`src/design/pid_with_windup_and_deadzone_core_defines.svh`:
```
// Assertion macros shared by the PID core RTL.
// Needs nothing else; the bodies compile away when SYNTHESIS is defined.
`ifndef PID_WITH_WINDUP_AND_DEADZONE_CORE_DEFINES_SVH
`define PID_WITH_WINDUP_AND_DEADZONE_CORE_DEFINES_SVH
`ifndef SYNTHESIS
`define PWDZ_ASSERT_IMPL(lbl, clk, rst, ante, cons) \
   lbl: assert property (@(posedge clk) disable iff (rst) (ante) |-> (cons)) \
      else $error("pwdz: same-cycle check failed");
`define PWDZ_ASSERT_NEXT(lbl, clk, rst, ante, cons) \
   lbl: assert property (@(posedge clk) disable iff (rst) (ante) |=> (cons)) \
      else $error("pwdz: next-cycle check failed");
`else
`define PWDZ_ASSERT_IMPL(lbl, clk, rst, ante, cons)
`define PWDZ_ASSERT_NEXT(lbl, clk, rst, ante, cons)
`endif
`endif

```
`src/design/pwdz_pkg.sv`:
```
// Shared types and constants of the PID core.
// Used by pwdz_mul and the top level of the block; depends on nothing.
package pwdz_pkg;

   localparam int DATA_W     = 16;  // Q8.8 error, setpoint and gains
   localparam int GAIN_W     = 16;
   localparam int OUT_W      = 24;  // Q16.8 drive and limits
   localparam int LIM_W      = 23;  // unsigned caps
   localparam int FRAC_W     = 8;
   localparam int CSR_IDX_W  = 3;
   localparam int CSR_DATA_W = 24;

   typedef enum logic [CSR_IDX_W-1:0] {
      CSR_PROP_GAIN    = 3'd0,
      CSR_INTEG_GAIN   = 3'd1,
      CSR_DERIV_GAIN   = 3'd2,
      CSR_FEED_FWD     = 3'd3,
      CSR_OUT_UPPER    = 3'd4,
      CSR_OUT_LOWER    = 3'd5,
      CSR_INTEG_CAP    = 3'd6,
      CSR_WINDUP_LIMIT = 3'd7
   } csr_index_type;

   typedef enum logic [3:0] {
      S_IDLE,
      S_SUM,
      S_DSTART,
      S_DIV,
      S_FF,
      S_P,
      S_D,
      S_I,
      S_W,
      S_OUT
   } state_type;

endpackage

```
`src/design/pwdz_ram.sv`:
```
// Generic single-write, single-read RAM with a registered read port.
// Standalone; holds the integral ring of the PID core.
module pwdz_ram #(
   parameter int WIDTH = 16,
   parameter int DEPTH = 16
) (
   input  logic                                         clock,
   input  logic                                         wr_en,
   input  logic [((DEPTH > 1) ? $clog2(DEPTH) : 1)-1:0] wr_addr,
   input  logic [WIDTH-1:0]                             wr_data,
   input  logic                                         rd_en,
   input  logic [((DEPTH > 1) ? $clog2(DEPTH) : 1)-1:0] rd_addr,
   output logic [WIDTH-1:0]                             rd_data
);

   logic [WIDTH-1:0] mem_ff [DEPTH];
   logic [WIDTH-1:0] rd_data_ff;

   always_ff @(posedge clock) begin
      if (wr_en) begin
         mem_ff[wr_addr] <= wr_data;
      end
      if (rd_en) begin
         rd_data_ff <= mem_ff[rd_addr];
      end
   end

   assign rd_data = rd_data_ff;

endmodule

```
`src/design/pwdz_mul.sv`:
```
// Shared signed gain multiplier with a floor shift back to Q.8 and a registered result.
// Depends on pwdz_pkg.
module pwdz_mul import pwdz_pkg::*; #(
   parameter int OPB_W = 24
) (
   input  logic                                    clock,
   input  logic                                    en,
   input  logic signed [GAIN_W-1:0]                op_a,
   input  logic signed [OPB_W-1:0]                 op_b,
   output logic signed [GAIN_W+OPB_W-FRAC_W-1:0]   res
);

   logic signed [GAIN_W+OPB_W-1:0]        prod;
   logic signed [GAIN_W+OPB_W-FRAC_W-1:0] res_ff;

   // Dropping the low fraction bits of a two's complement product rounds
   // toward minus infinity.
   assign prod = op_a * op_b;

   always_ff @(posedge clock) begin
      if (en) begin
         res_ff <= $signed(prod[GAIN_W+OPB_W-1:FRAC_W]);
      end
   end

   assign res = res_ff;

endmodule

```
`src/design/pwdz_div.sv`:
```
// Division by a constant through a reciprocal multiplication.
// Standalone; the quotient is registered and valid in the cycle after start.
module pwdz_div #(
   parameter int DW      = 18,
   parameter int DIVISOR = 4
) (
   input  logic          clock,
   input  logic          reset,
   input  logic          start,
   input  logic [DW-1:0] dividend,
   output logic          done,
   output logic [DW-1:0] quotient
);

   // With SH = DW + clog2(DIVISOR) and RECIP = ceil(2**SH / DIVISOR), the top
   // bits of dividend * RECIP equal floor(dividend / DIVISOR) for every
   // DW-bit dividend, so one multiply replaces the divide.
   localparam int SH = DW + $clog2(DIVISOR);
   localparam int MW = DW + 2;
   localparam int PW = SH + DW;
   localparam longint RECIP_L = ((longint'(1) << SH) + longint'(DIVISOR) - 1)
                                / longint'(DIVISOR);
   localparam logic [MW-1:0] RECIP = MW'(RECIP_L);

   logic [PW-1:0] prod;
   logic [DW-1:0] quo_ff;
   logic          done_ff;

   assign prod = PW'(dividend) * PW'(RECIP);

   always_ff @(posedge clock) begin
      if (reset) begin
         done_ff <= 1'b0;
      end else begin
         done_ff <= start;
      end
   end

   always_ff @(posedge clock) begin
      if (start) begin
         quo_ff <= prod[PW-1:SH];
      end
   end

   assign done     = done_ff;
   assign quotient = quo_ff;

endmodule

```
`src/design/pid_with_windup_and_deadzone_core.sv`:
```
// Top level of the PID core with integral anti-windup, dead zone and feed-forward.
// Depends on pwdz_pkg, pwdz_ram, pwdz_mul, pwdz_div and the assertion macro header.
`include "pid_with_windup_and_deadzone_core_defines.svh"

// One error/setpoint sample in, one clamped Q16.8 drive value out. The core
// takes a sample only from its idle state and then works on it alone: when
// any entry of the error history is zero the sample skips the history sum
// and the divide; otherwise the history is summed one entry per cycle and
// the sum is divided by ERROR_HIST_LEN through a registered reciprocal
// multiplication. The four gain products then share one registered
// multiplier. A finished result sits in an output register, so the next
// sample can be taken while it waits for its transfer; only when that
// register is still full and stalled does the core wait in its last step.
// The integral ring lives in a RAM with one valid bit per entry and a
// running sum, so clearing it (on a setpoint change or on windup) only
// resets the valid bits and the sum, and needs no sweep after reset. Gain
// and limit registers may only be written while the core is idle.
module pid_with_windup_and_deadzone_core import pwdz_pkg::*; #(
   parameter int ERROR_HIST_LEN  = 4,
   parameter int INTEG_HIST_LEN  = 16,
   parameter int DEAD_ZONE       = 16,
   parameter int RESET_ON_TARGET = 1,
   parameter int ALWAYS_INTEG    = 0
) (
   input  logic                         clock,
   input  logic                         reset,
   // Sample channel
   input  logic                         req_valid,
   output logic                         req_stall,
   input  logic signed [DATA_W-1:0]     req_error_in,
   input  logic signed [DATA_W-1:0]     req_set_point,
   // Result channel
   output logic                         rsp_valid,
   input  logic                         rsp_stall,
   output logic signed [OUT_W-1:0]      rsp_drive_out,
   // Register write port
   input  logic                         csr_wr_en,
   input  logic [CSR_IDX_W-1:0]         csr_index,
   input  logic [CSR_DATA_W-1:0]        csr_wdata
);

   // History sum, ring sum, gain product and drive accumulator widths.
   localparam int HSW    = DATA_W + $clog2(ERROR_HIST_LEN);
   localparam int RSW    = DATA_W + $clog2(INTEG_HIST_LEN);
   localparam int IW     = GAIN_W + RSW - FRAC_W;
   localparam int ACC_W  = IW + 2;
   localparam int HIDX_W = (ERROR_HIST_LEN > 1) ? $clog2(ERROR_HIST_LEN) : 1;
   localparam int PTR_W  = (INTEG_HIST_LEN > 1) ? $clog2(INTEG_HIST_LEN) : 1;
   localparam logic signed [DATA_W:0] DZ_HI = (DATA_W+1)'(DEAD_ZONE);
   localparam logic signed [DATA_W:0] DZ_LO = -DZ_HI;

   // Configuration registers.
   logic signed [GAIN_W-1:0] prop_gain_ff, integ_gain_ff, deriv_gain_ff, feed_fwd_gain_ff;
   logic signed [OUT_W-1:0]  out_upper_ff, out_lower_ff;
   logic [LIM_W-1:0]         integ_cap_ff, windup_limit_ff;

   // Sequencer and datapath state.
   state_type                state_ff, state_in;
   logic signed [DATA_W-1:0] hist_ff [ERROR_HIST_LEN];
   logic signed [DATA_W-1:0] last_target_ff;
   logic signed [DATA_W-1:0] err_ff, sp_ff;
   logic [HIDX_W-1:0]        hidx_ff, hidx_in;
   logic signed [HSW-1:0]    hsum_ff, hsum_in;
   logic signed [DATA_W-1:0] avg_ff, avg_in;
   logic signed [ACC_W-1:0]  acc_ff, acc_in;
   logic signed [OUT_W-1:0]  p_ff, p_in;
   logic                     wrote_ff, wrote_in;
   logic [PTR_W-1:0]         ring_ptr_ff, ring_ptr_in;
   logic [INTEG_HIST_LEN-1:0] ring_valid_ff, ring_valid_in;
   logic signed [RSW-1:0]    ring_sum_ff, ring_sum_in;
   logic                     rsp_valid_ff, rsp_valid_in;
   logic signed [OUT_W-1:0]  rsp_drive_ff, rsp_drive_in;

   // Combinational helpers.
   logic                     req_accept;
   logic                     tgt_change;
   logic                     any_zero;
   logic signed [DATA_W-1:0] newest;
   logic signed [DATA_W:0]   newest_ext;
   logic                     dz_out;
   logic signed [DATA_W-1:0] old_entry;
   logic [PTR_W-1:0]         ptr_next;
   logic signed [OUT_W-1:0]  p_raw, p_upper, p_clamped;
   logic [OUT_W-1:0]         p_mag;
   logic signed [IW-1:0]     i_val;
   logic [IW-1:0]            i_mag;
   logic                     d_en;
   logic                     wind_clear;
   logic signed [DATA_W-1:0] q_mag;
   logic signed [ACC_W-1:0]  upper_ext, lower_ext;
   logic signed [OUT_W-1:0]  drive_clamped;

   // Shared units.
   logic                     mul_en;
   logic signed [GAIN_W-1:0] mul_a;
   logic signed [RSW-1:0]    mul_b;
   logic signed [IW-1:0]     mul_res;
   logic                     div_start, div_done;
   logic [HSW-1:0]           div_quo;
   logic                     ram_we, ram_re;
   logic [DATA_W-1:0]        ram_rdata;

   assign req_accept = req_valid && !req_stall;
   assign req_stall  = (state_ff != S_IDLE);
   assign tgt_change = (RESET_ON_TARGET != 0) && (req_set_point != last_target_ff);

   // Register writes; codes outside the list do not exist with a 3-bit index.
   always_ff @(posedge clock) begin
      if (reset) begin
         prop_gain_ff     <= '0;
         integ_gain_ff    <= '0;
         deriv_gain_ff    <= '0;
         feed_fwd_gain_ff <= '0;
         out_upper_ff     <= '0;
         out_lower_ff     <= '0;
         integ_cap_ff     <= '0;
         windup_limit_ff  <= '0;
      end else if (csr_wr_en) begin
         unique case (csr_index_type'(csr_index))
            CSR_PROP_GAIN:    prop_gain_ff     <= $signed(csr_wdata[GAIN_W-1:0]);
            CSR_INTEG_GAIN:   integ_gain_ff    <= $signed(csr_wdata[GAIN_W-1:0]);
            CSR_DERIV_GAIN:   deriv_gain_ff    <= $signed(csr_wdata[GAIN_W-1:0]);
            CSR_FEED_FWD:     feed_fwd_gain_ff <= $signed(csr_wdata[GAIN_W-1:0]);
            CSR_OUT_UPPER:    out_upper_ff     <= $signed(csr_wdata[OUT_W-1:0]);
            CSR_OUT_LOWER:    out_lower_ff     <= $signed(csr_wdata[OUT_W-1:0]);
            CSR_INTEG_CAP:    integ_cap_ff     <= csr_wdata[LIM_W-1:0];
            CSR_WINDUP_LIMIT: windup_limit_ff  <= csr_wdata[LIM_W-1:0];
            default:          prop_gain_ff     <= prop_gain_ff;
         endcase
      end
   end

   // Error history: the new error shifts in at entry 0 on a transfer that keeps
   // the setpoint; with RESET_ON_TARGET set, the whole history is wiped when it moves.
   always_ff @(posedge clock) begin
      if (reset) begin
         for (int k = 0; k < ERROR_HIST_LEN; k++) begin
            hist_ff[k] <= '0;
         end
         last_target_ff <= '0;
      end else if (req_accept) begin
         if (tgt_change) begin
            for (int k = 0; k < ERROR_HIST_LEN; k++) begin
               hist_ff[k] <= '0;
            end
            last_target_ff <= req_set_point;
         end else begin
            for (int k = ERROR_HIST_LEN - 1; k > 0; k--) begin
               hist_ff[k] <= hist_ff[k-1];
            end
            hist_ff[0] <= req_error_in;
         end
      end
   end

   always_ff @(posedge clock) begin
      if (req_accept) begin
         err_ff <= req_error_in;
         sp_ff  <= req_set_point;
      end
   end

   // A zero anywhere in the history makes the average fall back to the raw error.
   always_comb begin
      any_zero = 1'b0;
      for (int k = 0; k < ERROR_HIST_LEN; k++) begin
         any_zero = any_zero | (hist_ff[k] == '0);
      end
   end

   // Dead zone test on the newest history entry; after a setpoint change it
   // is zero and never enters the ring.
   assign newest     = hist_ff[0];
   assign newest_ext = (DATA_W+1)'(newest);
   assign dz_out     = (newest_ext > DZ_HI) || (newest_ext < DZ_LO);
   assign old_entry  = ring_valid_ff[ring_ptr_ff] ? $signed(ram_rdata) : '0;
   assign ptr_next   = (ring_ptr_ff == PTR_W'(INTEG_HIST_LEN - 1)) ? '0
                                                                  : ring_ptr_ff + 1'b1;

   // P clamp tests the upper bound first and then the lower, so with crossed
   // limits a large P still lands on the lower bound.
   assign p_raw     = $signed(mul_res[OUT_W-1:0]);
   assign p_upper   = (p_raw > out_upper_ff) ? out_upper_ff : p_raw;
   assign p_clamped = (p_upper < out_lower_ff) ? out_lower_ff : p_upper;
   assign p_mag     = p_ff[OUT_W-1] ? OUT_W'(-p_ff) : OUT_W'(p_ff);
   assign d_en      = (p_mag < OUT_W'(windup_limit_ff));

   // The integral term only counts when the ring took a sample this tick,
   // unless it is configured to act every tick.
   assign i_val      = ((ALWAYS_INTEG != 0) || wrote_ff) ? mul_res : '0;
   assign i_mag      = i_val[IW-1] ? IW'(-i_val) : IW'(i_val);
   assign wind_clear = (i_mag > IW'(integ_cap_ff)) || (p_mag > OUT_W'(windup_limit_ff));

   assign q_mag = $signed(div_quo[DATA_W-1:0]);

   // Drive clamp: the lower bound is only tested when the upper one passes.
   assign upper_ext     = ACC_W'(out_upper_ff);
   assign lower_ext     = ACC_W'(out_lower_ff);
   assign drive_clamped = (acc_ff > upper_ext) ? out_upper_ff
                        : (acc_ff < lower_ext) ? out_lower_ff
                        : $signed(acc_ff[OUT_W-1:0]);

   // Sequencer: history sum and divide unless the history holds a zero,
   // then one gain product per cycle through the shared multiplier, each
   // folded into the drive accumulator (P via p_ff, I unless windup).
   always_comb begin
      state_in      = state_ff;
      hidx_in       = hidx_ff;
      hsum_in       = hsum_ff;
      avg_in        = avg_ff;
      acc_in        = acc_ff;
      p_in          = p_ff;
      wrote_in      = wrote_ff;
      ring_ptr_in   = ring_ptr_ff;
      ring_valid_in = ring_valid_ff;
      ring_sum_in   = ring_sum_ff;
      rsp_valid_in  = rsp_valid_ff && rsp_stall;
      rsp_drive_in  = rsp_drive_ff;
      div_start     = 1'b0;
      mul_en        = 1'b0;
      mul_a         = '0;
      mul_b         = '0;
      ram_we        = 1'b0;
      ram_re        = 1'b0;
      unique case (state_ff)
         S_IDLE: begin
            if (req_accept) begin
               state_in = S_SUM;
               hidx_in  = '0;
               hsum_in  = '0;
               if (tgt_change) begin
                  ring_valid_in = '0;
                  ring_sum_in   = '0;
               end
            end
         end
         S_SUM: begin
            if (any_zero) begin
               avg_in   = err_ff;
               state_in = S_FF;
            end else begin
               hsum_in = hsum_ff + HSW'(hist_ff[hidx_ff]);
               hidx_in = hidx_ff + 1'b1;
               if (hidx_ff == HIDX_W'(ERROR_HIST_LEN - 1)) begin
                  state_in = S_DSTART;
               end
            end
         end
         S_DSTART: begin
            div_start = 1'b1;
            state_in  = S_DIV;
         end
         S_DIV: begin
            if (div_done) begin
               // Divide the magnitude and put the sign back: truncation toward zero.
               avg_in   = hsum_ff[HSW-1] ? -q_mag : q_mag;
               state_in = S_FF;
            end
         end
         S_FF: begin
            mul_en   = 1'b1;
            mul_a    = feed_fwd_gain_ff;
            mul_b    = RSW'(sp_ff);
            ram_re   = 1'b1;
            state_in = S_P;
         end
         S_P: begin
            acc_in   = ACC_W'(mul_res);
            mul_en   = 1'b1;
            mul_a    = prop_gain_ff;
            mul_b    = RSW'(avg_ff);
            wrote_in = dz_out;
            if (dz_out) begin
               ram_we                     = 1'b1;
               ring_valid_in[ring_ptr_ff] = 1'b1;
               ring_sum_in = ring_sum_ff - RSW'(old_entry) + RSW'(newest);
               ring_ptr_in = ptr_next;
            end
            state_in = S_D;
         end
         S_D: begin
            p_in     = p_clamped;
            mul_en   = 1'b1;
            mul_a    = deriv_gain_ff;
            mul_b    = RSW'(avg_ff);
            state_in = S_I;
         end
         S_I: begin
            acc_in   = acc_ff + ACC_W'(p_ff) + (d_en ? ACC_W'(mul_res) : '0);
            mul_en   = 1'b1;
            mul_a    = integ_gain_ff;
            mul_b    = ring_sum_ff;
            state_in = S_W;
         end
         S_W: begin
            if (wind_clear) begin
               ring_valid_in = '0;
               ring_sum_in   = '0;
            end else begin
               acc_in = acc_ff + ACC_W'(i_val);
            end
            state_in = S_OUT;
         end
         S_OUT: begin
            if (!rsp_valid_ff || !rsp_stall) begin
               rsp_valid_in = 1'b1;
               rsp_drive_in = drive_clamped;
               state_in     = S_IDLE;
            end
         end
         default: begin
            state_in = S_IDLE;
         end
      endcase
   end

   always_ff @(posedge clock) begin
      if (reset) begin
         state_ff      <= S_IDLE;
         ring_ptr_ff   <= '0;
         ring_valid_ff <= '0;
         ring_sum_ff   <= '0;
         rsp_valid_ff  <= 1'b0;
         wrote_ff      <= 1'b0;
         hidx_ff       <= '0;
      end else begin
         state_ff      <= state_in;
         ring_ptr_ff   <= ring_ptr_in;
         ring_valid_ff <= ring_valid_in;
         ring_sum_ff   <= ring_sum_in;
         rsp_valid_ff  <= rsp_valid_in;
         wrote_ff      <= wrote_in;
         hidx_ff       <= hidx_in;
      end
   end

   always_ff @(posedge clock) begin
      hsum_ff      <= hsum_in;
      avg_ff       <= avg_in;
      acc_ff       <= acc_in;
      p_ff         <= p_in;
      rsp_drive_ff <= rsp_drive_in;
   end

   assign rsp_valid     = rsp_valid_ff;
   assign rsp_drive_out = rsp_drive_ff;

   pwdz_mul #(
      .OPB_W (RSW)
   ) u_mul (
      .clock (clock),
      .en    (mul_en),
      .op_a  (mul_a),
      .op_b  (mul_b),
      .res   (mul_res)
   );

   pwdz_div #(
      .DW      (HSW),
      .DIVISOR (ERROR_HIST_LEN)
   ) u_div (
      .clock    (clock),
      .reset    (reset),
      .start    (div_start),
      .dividend (hsum_ff[HSW-1] ? HSW'(-hsum_ff) : HSW'(hsum_ff)),
      .done     (div_done),
      .quotient (div_quo)
   );

   pwdz_ram #(
      .WIDTH (DATA_W),
      .DEPTH (INTEG_HIST_LEN)
   ) u_ring (
      .clock   (clock),
      .wr_en   (ram_we),
      .wr_addr (ring_ptr_ff),
      .wr_data (newest),
      .rd_en   (ram_re),
      .rd_addr (ring_ptr_ff),
      .rd_data (ram_rdata)
   );

   // The core goes busy right after it takes a sample.
   `PWDZ_ASSERT_NEXT(a_busy_after_take, clock, reset, req_valid && !req_stall, req_stall)
   // An empty ring must have a zero running sum.
   `PWDZ_ASSERT_IMPL(a_empty_ring_sum, clock, reset, ring_valid_ff == '0, ring_sum_ff == '0)
   // The ring write pointer stays inside the ring.
   `PWDZ_ASSERT_IMPL(a_ptr_range, clock, reset, 1'b1, ring_ptr_ff <= PTR_W'(INTEG_HIST_LEN - 1))
   // A new result only appears out of the final sequencer step.
   `PWDZ_ASSERT_NEXT(a_result_source, clock, reset, !rsp_valid_ff, !rsp_valid_ff || $past(state_ff) == S_OUT)

endmodule

```
`config.mk`:
```
export PLATFORM = sky130hd
export DESIGN_NAME = pid_with_windup_and_deadzone_core
export DESIGN_NICKNAME = d
export VERILOG_FILES = /design/src/design/pwdz_pkg.sv /design/src/design/pwdz_ram.sv /design/src/design/pwdz_mul.sv /design/src/design/pwdz_div.sv /design/src/design/pid_with_windup_and_deadzone_core.sv
export VERILOG_INCLUDE_DIRS = /design/src /design/src/design
export SDC_FILE = /design/constraint.sdc
export NUM_CORES = 2
export LEC_CHECK = 0
export BUFFER_PORTS_ARGS = -buffer_cell sky130_fd_sc_hd__buf_2
export CORE_ASPECT_RATIO = 0.75
export CORE_MARGIN = 2
export CORE_UTILIZATION = 30
export CTS_CLUSTER_SIZE = 30
export DETAILED_ROUTE_END_ITERATION = 10
export PLACE_DENSITY_LB_ADDON = 0.2
export SLEW_MARGIN = 15
export SYNTH_ARGS = -nofsm -noshare
export SYNTH_HDL_FRONTEND = slang
export SYNTH_SLANG_ARGS = --single-unit
```
`constraint.sdc`:
```
create_clock -name clock -period 24.8 [get_ports clock]
set_input_delay 2.48 -clock clock [delete_from_list [all_inputs] [get_ports clock]]
set_output_delay 2.48 -clock clock [all_outputs]
set_load 0.02 [all_outputs]
```
==> results_dict.tcl <==
set metrics [dict create \
    period_needed_ns 9.882 \
    first_global_vias 36790 \
    relSlewSlack 0.2120 \
    netlist_area_sq_mm 0.05240 \
    fp.dieW_um 486.6 \
    cts_resized 0 \
    drtIter0Drc 3223 \
    dr.pass1.iters 6 \
    cts_max_path_buffers 3 \
    nets 5833 \
    detail_route.wl_per_cell_um 21.97 \
    ys.flop_type "edfxtp_1" \
    synth_area_per_cell_sq_um 10.47 \
    finalSetupViolCount 0 \
    post-cts-setup-buffers 0 \
    max_stage_delay_ns 0.63 \
    yosysSeqAreaShare 0.3832 \
    clkTransAtPathRegs_ns 0.06 \
    p_per_area_mw_per_mm2 55.63 \
    start_kind "register" \
    criticalPathCategory "reg -> reg" \
    syn_inst 5004 \
    ys_seq_elements 749 \
    final_cell_mix "inv_1 (603), nand2_1 (593), edfxtp_1 (508)" \
    fill_cells 17550 \
    detailroute.via_count 37210 \
    drive_above_1_share 0.1106 \
    cts_buffers 83 \
    gr-total-overflow 0 \
    drv_cap 0 \
    ios 90 \
    remaining_drc_errors 0 \
    cts.sinks 749 \
    synthToLayoutAreaGrowth_pct 12.08 \
    vias_per_cell 5.022 \
    core_area_sq_mm 0.1731 \
    ir_drop_v 0.00005215 \
    p_leak_nw 23.23 \
    grt.total_usage 0.1826 \
    crit_required_ns 25.22 \
    gp_congestion 0.8782 \
    antenna_found_initial 8 \
    grt_max_degree 103 \
    die_y_um 366.0 \
    rsz0062_at_grt "no" \
    routed_wl_mm 162.8 \
    dieArea_sq_mm 0.1781 \
    outcome "completed" \
    placement_rows 132 \
    synth_cell_types 77 \
    p_total_w 0.003268 \
    fmax_mhz 101.2 \
    cts_tree "built" \
    clock_latency_ns 0.72 \
    mostFrequentLayoutCell "inv_1" \
    crit_path_max_fanout 39 \
    hold_buffers 0 \
    synth_edf_count 508 \
    cts-htree-levels 3 \
    hp-class "reg -> reg" \
    ant_nets 0 \
    finClkSkew_ns 0.04738 \
    cp_slowest_cell "nand2_1" \
    critPathCaptureType "register" \
    clock-root-buffer "clkbuf_16" \
    worst_slew_pin_slew_ns 1.182 \
    initial_core_util 0.3028 \
    setup_tns_ns 0 \
    yosys_warnings 0 \
    cp_common_cell "fa_1" \
    io_buffers 89 \
    min_period_over_period 0.3985 \
    slew_violations 0 \
    syn-num-nets 5777 \
    hold_violations 0 \
    grt_pass1_wl_mm 245.5 \
    dp_hpwl_mm 121.0 \
    ys_async_sr_fraction 0 \
    worst_ep_arrival_time_ns 10.30 \
]
## critical path: cells and delay by family, from the launching register on
| kind | cells | cell delay, ns |
|---|---|---|
| DFF | 1 | 0.51 |
| AOI/OAI and AO/OA | 7 | 2.08 |
| and+or+nand+nor | 8 | 1.85 |
| adders and majority gates | 7 | 3.43 |
| buffers and inverters | 8 | 1.65 |
## cells in the mapped netlist, drive strengths merged, types with 101 or more instances
| cell type | number | area, sq um |
|---|---|---|
| inv | 604 | 2267 |
| nand2 | 593 | 2226 |
| edfxtp | 508 | 15250 |
| fa | 368 | 7367 |
| nor2 | 344 | 1291 |
| ha | 341 | 4267 |
| a21oi | 314 | 1572 |
| dfxtp | 241 | 4825 |
| clkbuf | 194 | 747.0 |
| o21ai | 136 | 680.7 |
| xnor2 | 128 | 1121 |
| and2 | 126 | 788.3 |
| mux2i | 108 | 1081 |
| mux4 | 101 | 2275 |
## metal layers
| metal | global-route usage | share of wire |
|---|---|---|
| met1 | 0.2903 | 0.51 |
| met2 | 0.2606 | 0.41 |
| met3 | 0.02662 | 0.062 |
| met4 | 0.03171 | 0.015 |
| met5 | 0 | 0.00025 |
## where the power goes
part | switching (W) | internal, W
registers | 0.0000478 | 0.00139
logic | 0.000319 | 0.000196
clock network | 0.000566 | 0.000752
total | 0.000933 | 0.00233
## cell families after synthesis
logic type / Yosys count / synth area share
and+or+nand+nor: 1450 / 0.1281
buffers and inverters: 822 / 0.05950
AOI/OAI and AO/OA: 807 / 0.09720
DFF: 749 / 0.3832
adders and majority gates: 709 / 0.2220
muxes: 270 / 0.07714
xor gates and xnor gates: 197 / 0.03293
## final timing paths
| path | from | end | slack [ns] | depth (start not counted) |
|---|---|---|---|---|
| setup / recovery | state_ff[2] | u_mul.res[27] | 14.92 | 30 |
| hold / removal | deriv_gain_ff[0] | deriv_gain_ff[0] | 0.46 | 2 |
| setup reg to reg | state_ff[2] | u_mul.res[27] | 14.92 | 30 |
| hold reg to reg | deriv_gain_ff[0] | deriv_gain_ff[0] | 0.46 | 2 |
## registers in the layout, indices dropped and copies added (netlist names), 18 cells and up, named ones only
signal           cells
acc_ff              30
hist_ff             64
hsum_ff             18
integ_cap_ff        23
out_lower_ff        24
out_upper_ff        24
p_ff                24
ring_sum_ff         20
rsp_drive_out       24
u_mul.res           28
u_ring.mem_ff      256
windup_limit_ff     23
## through the flow
step / cells / hold slack (ns) / util / setup WS, ns / instance area (sq um)
3_5_place_dp: 7252 / 0.4495 / 0.3225 / 14.95 / 55820
3_3_place_gp: 7252 / 0.4413 / 0.3225 / 14.99 / 55820
4_1_cts: 7405 / 0.4578 / 0.3392 / 14.91 / 58710
5_1_grt: 7406 / 0.4728 / 0.3393 / 14.15 / 58730
6_report: 7410 / 0.4550 / 0.3393 / 14.92 / 58740
2_1_floorplan: 5004 / 0.4315 / - / 16.23 / 52400
## cell type report
type / instances / area (sq um) / area share
Clock inverter: 50 / 593.1 / 0.01010
Timing Repair Buffer: 189 / 1206 / 0.02054
Tap cell: 2278 / 2850 / 0.04853
Clock buffer: 103 / 2298 / 0.03913
Antenna cell: 4 / 10.01 / 0.0001704
Sequential cell: 749 / 20090 / 0.3421
Inverter: 604 / 2267 / 0.03860
Multi-Input combinational cell: 3433 / 29420 / 0.5009
Power figures use the tool's default switching activity.
